## config.mk

```make
export PLATFORM = sky130hd
export DESIGN_NAME = htw_filer
export DESIGN_NICKNAME = d
export VERILOG_FILES = /design/src/hw/rtl/htw_pkg.sv /design/src/hw/rtl/htw_filer.sv
export SDC_FILE = /design/constraint.sdc
export NUM_CORES = 1
export LEC_CHECK = 0
export ABC_AREA = 0
export CAP_MARGIN = 20
export CELL_PAD_IN_SITES_DETAIL_PLACEMENT = 1
export CELL_PAD_IN_SITES_GLOBAL_PLACEMENT = 2
export CORE_ASPECT_RATIO = 1.4
export CORE_MARGIN = 2
export CORE_UTILIZATION = 35
export DETAILED_ROUTE_END_ITERATION = 7
export DONT_BUFFER_PORTS = 1
export GPL_TIMING_DRIVEN = 0
export PLACE_DENSITY = 0.94
export SLEW_MARGIN = 20
export SYNTH_ARGS = -nofsm -noshare
export SYNTH_HDL_FRONTEND = slang
export SYNTH_SLANG_ARGS = --single-unit
export TNS_END_PERCENT = 5
```

## constraint.sdc

```tcl
create_clock -name vclk -period 3.4
set_clock_uncertainty 0.1 [all_clocks]
set_input_delay 0.68 -clock vclk [all_inputs]
set_output_delay 0.68 -clock vclk [all_outputs]
set_load 0.02 [all_outputs]
```

## src/hw/rtl/htw_pkg.sv

```systemverilog
`timescale 1ns / 1ps
// ----------------------------------------------------------------------------
// Hierarchical timer wheel package
// Shared constants, operation and status codes, sequencer states and
// memory write-enable groups.
// ----------------------------------------------------------------------------
package htw_pkg;

  localparam int LEVEL0_BITS_DEF      = 8;
  localparam int UPPER_LEVEL_BITS_DEF = 6;
  localparam int POOL_SIZE_DEF        = 64;

  localparam int NUM_UPPER = 4;
  localparam int ID_W      = 6;
  localparam int DELAY_W   = 32;
  localparam int TICK_W    = 64;

  localparam logic [2:0] LVL_FIRST = 3'd1;
  localparam logic [2:0] LVL_TOP   = 3'd4;

  typedef enum logic [1:0] {
    OP_TICK   = 2'd0,
    OP_ADD    = 2'd1,
    OP_REMOVE = 2'd2
  } op_e;

  typedef enum logic [2:0] {
    ST_ADDED      = 3'd0,
    ST_REMOVED    = 3'd1,
    ST_EXPIRED    = 3'd2,
    ST_NONE       = 3'd3,
    ST_BUSY       = 3'd4,
    ST_NOT_ACTIVE = 3'd5
  } status_e;

  typedef enum logic [4:0] {
    S_CLEAR,
    S_IDLE,
    S_DRAIN_RD,
    S_DRAIN_HEAD,
    S_DRAIN_WALK,
    S_DRAIN_NEXT,
    S_ADV,
    S_CAS_RD,
    S_CAS_HEAD,
    S_CAS_WALK,
    S_CAS_ENT,
    S_FILE_RD,
    S_FILE_WR,
    S_FILE_LINK,
    S_RM_ENT,
    S_RM_TAIL,
    S_FINISH
  } state_e;

  typedef struct packed {
    logic nxt;
    logic prv;
    logic dl;
    logic bkt;
  } entry_we_t;

  typedef struct packed {
    logic head;
    logic tail;
  } bucket_we_t;

endpackage

```

## src/hw/rtl/htw_filer.sv

```systemverilog
`timescale 1ns / 1ps
// ----------------------------------------------------------------------------
// Bucket selection
// Picks the level and bucket for a timer from its remaining ticks and the
// current wheel positions.
// ----------------------------------------------------------------------------
module htw_filer
  import htw_pkg::*;
#(
  parameter int LEVEL0_BITS      = LEVEL0_BITS_DEF,
  parameter int UPPER_LEVEL_BITS = UPPER_LEVEL_BITS_DEF,
  parameter int BW               = 9
) (
  input  logic [TICK_W-1:0]                          ival_i,
  input  logic [LEVEL0_BITS-1:0]                     pos0_i,
  input  logic [NUM_UPPER-1:0][UPPER_LEVEL_BITS-1:0] posu_i,
  output logic [BW-1:0]                              bkt_o
);

  localparam int L0_SIZE = 1 << LEVEL0_BITS;
  localparam int UP_SIZE = 1 << UPPER_LEVEL_BITS;

  always_comb begin
    logic [UPPER_LEVEL_BITS-1:0] slot;
    logic [BW-1:0]               cand [NUM_UPPER];
    int                          sel;
    sel = NUM_UPPER - 1;
    for (int k = 0; k < NUM_UPPER; k++) begin
      // (interval - T + pos*T) >> log2 T reduces to (interval >> log2 T) + pos - 1
      slot = UPPER_LEVEL_BITS'(ival_i >> (LEVEL0_BITS + k * UPPER_LEVEL_BITS))
             + posu_i[k] - UPPER_LEVEL_BITS'(1);
      cand[k] = BW'(L0_SIZE + k * UP_SIZE) + BW'(slot);
    end
    for (int k = NUM_UPPER - 2; k >= 0; k--) begin
      if ((ival_i >> (LEVEL0_BITS + (k + 1) * UPPER_LEVEL_BITS)) == '0) begin
        sel = k;
      end
    end
    if ((ival_i >> LEVEL0_BITS) == '0) begin
      bkt_o = BW'(LEVEL0_BITS'(ival_i[LEVEL0_BITS-1:0] + pos0_i));
    end else begin
      bkt_o = cand[sel[1:0]];
    end
  end

endmodule

```

==> results.toml <==
[status]
status = "complete, no violations"

[drt]
first_iter_violations = 21
via_per_inst = 5.209
drc = 0
ant_nets = 0
dr.pass1.iters = 3
vias = 1698
wl_per_cell_um = 14.79
routed_wl_um = 4821

[synth]
ys_top_cells_by_area = "ha_1 (29%), inv_1 (16%), xnor2_1 (6.6%)"
netlist_area_mm2 = 0.001862
synth-compound-area-share_pct = 16.53
syn_area_per_cell_um2 = 7.273
synth-xor-area-share_pct = 12.23
synthAdderAreaFrac_pct = 34.27
synth_top_family_by_area = "adder cells"
yosysWarnings = 0
synthCells = 256
synthMuxAreaShare_pct = 2.218
netlist.area_leader.share_pct = 28.90
synth-seq-area-share_pct = 0
synth_fp_nets = 400
yosys.cell_types.count = 40
synth_most_common_cell = "inv_1"
yosysTopAreaCell = "ha_1"
synthSimpleGateAreaFrac_pct = 17.20
synth_common_cells = "inv_1 (81), ha_1 (43), a21oi_1 (16)"

[global_routing]
antenna_found_initial = 0
grt_pass1_vias = 1771
grt_pass1_wl_um = 7665
track_usage_pct = 15.70
grt_overflow = 0
grt_max_degree = 11

[pwr]
combPwrFrac_pct = 100.0
ir_drop_mv = 0.05950
p_sw_mw = 0.2130
power_leakage_nw = 1.092
clockPowerShare_pct = 0
seq_power_share_pct = 0
p_per_area_mw_per_mm2 = 182.7
swShare_pct = 54.52
p_int_mw = 0.1777

[hold_path]
whs_path_depth = 3
hold_path.class = "in -> out"

[finish]
nFlopsAndLatches = 0
fin_nets = 406
antenna_cells = 0
final_area_mm2 = 0.002138
area_growth_pct = 14.85
fillers = 649
drive_gt1_share_pct = 23.46
seq_area_um2 = 0
multi_input_area_mm2 = 0.001697
clkbuf_count = 0
fin_cells = 326
final_util_pct = 41.45

[critical_path]
crit_chain = "inv_2 > ha_4 > inv_1 > ha_2 > inv_2 > fa_2 > buf_4 > xor2_1 > a221o_1 > a21oi_2"
max_stage_delay_ns = 0.39
required_ns = 2.62
crit_fanout = 2
slowest_stage = "fa_2"
arrival_ns = 2.53
crit_top_cell = "inv_2"
cp-start-kind = "primary input"
critPathCaptureType = "output pin"
crit_type = "in -> out"

[sta]
slew_headroom_pct = 61.60
setup_slack_ns = 0.08688
final-hold-violation-count = 0
setup_violations = 0
final.period_utilization_pct = 97.44
slew_violations = 0
fin_crit_ns = 3.313
fin_setup_tns_ns = 0
fmax_ghz = 0.3018
tightest_slew_ns = 0.5600

[die]
dieWidth_um = 65.64
rows = 31
die_area_mm2 = 0.005927
initial_core_util_pct = 36.09
ioPinCount = 105
die_h_um = 90.30
core_mm2 = 0.005159

[clock_network]
ctsHoldBuffers = 0

[placement]
place.gp.congestion = 0.7635
placed_area_mm2 = 0.001944
dp.cells = 322
port_buffers = 0
place_ws_ns = -0.2228
dp_hpwl_um = 4403

[run]
drv_cap = 0
[routing by layer]
metal | vias to the layer above | part of all wire, % | global-route usage [%] | wire [um]
li1 | 847 | - | - | -
met1 | 775 | 35 | 16.18 | 1675
met2 | 70 | 59 | 33.59 | 2824
met3 | 6 | 5.3 | 0.9975 | 257
met4 | 0 | 1.3 | 1.042 | 63
met5 | - | 0 | 0 | 0
[timing repair]
action | in CTS | in global routing
pin swaps | 2 | 21
buffers inserted | 0 | 4
endpoints found under the setup margin | 4 | 6
resized for setup | 8 | 35
[logic make-up after synthesis]
family | Yosys count
AOI/OAI and AO/OA | 45
muxes | 4
buffers and inverters | 84
xor gates and xnor gates | 26
adders and majority gates | 48
and+or+nand+nor | 49
[final cells by class]
class / count / share of cell area (%)
repair buffers: 4 / 1.404
inverters: 81 / 14.34
multi-input cells: 172 / 79.34
plain buffers: 3 / 1.053
well taps: 66 / 3.862
[worst max-delay path, delay by kind of cell]
kind / cells / cell delay, ns
fa+ha+maj: 3 / 0.76
compound gates: 2 / 0.65
buf+inv: 4 / 0.29
xor+xnor: 1 / 0.15
[per-stage QoR]
step | hold WS, ns | total power, mW
2_1_floorplan | 1.548 | 0.2686
3_3_place_gp | 1.596 | 0.3251
3_5_place_dp | 1.610 | 0.3387
4_1_cts | 1.568 | 0.3565
5_1_grt | 1.591 | 0.4399
6_report | 1.573 | 0.3907
[placed cells by master, fill, tap and decap left out, types with 4 or more instances in the layout]
cell type	count
ha_4	6
fa_2	4
a21o_1	8
buf_4	6
ha_1	36
inv_2	15
nand2_1	8
a21oi_1	12
nor2_1	13
a21oi_2	4
nor4_1	6
inv_1	65
xor2_1	12
xnor2_1	14
[worst paths after layout]
path,startpoint,to,slack (ns)
min,ival_i[12],bkt_o[6],1.57
max,posu_i[13],bkt_o[3],0.09
[power by group through the flow]
stage / registers, mW / clock network, mW / logic, mW
6_report: 0 / 0 / 0.391
5_1_grt: 0 / 0 / 0.440
4_1_cts: 0 / 0 / 0.356
3_5_place_dp: 0 / 0 / 0.339
3_3_place_gp: 0 / 0 / 0.325
2_1_floorplan: 0 / 0 / 0.269
Note: power is estimated with default switching activity, not from simulation.
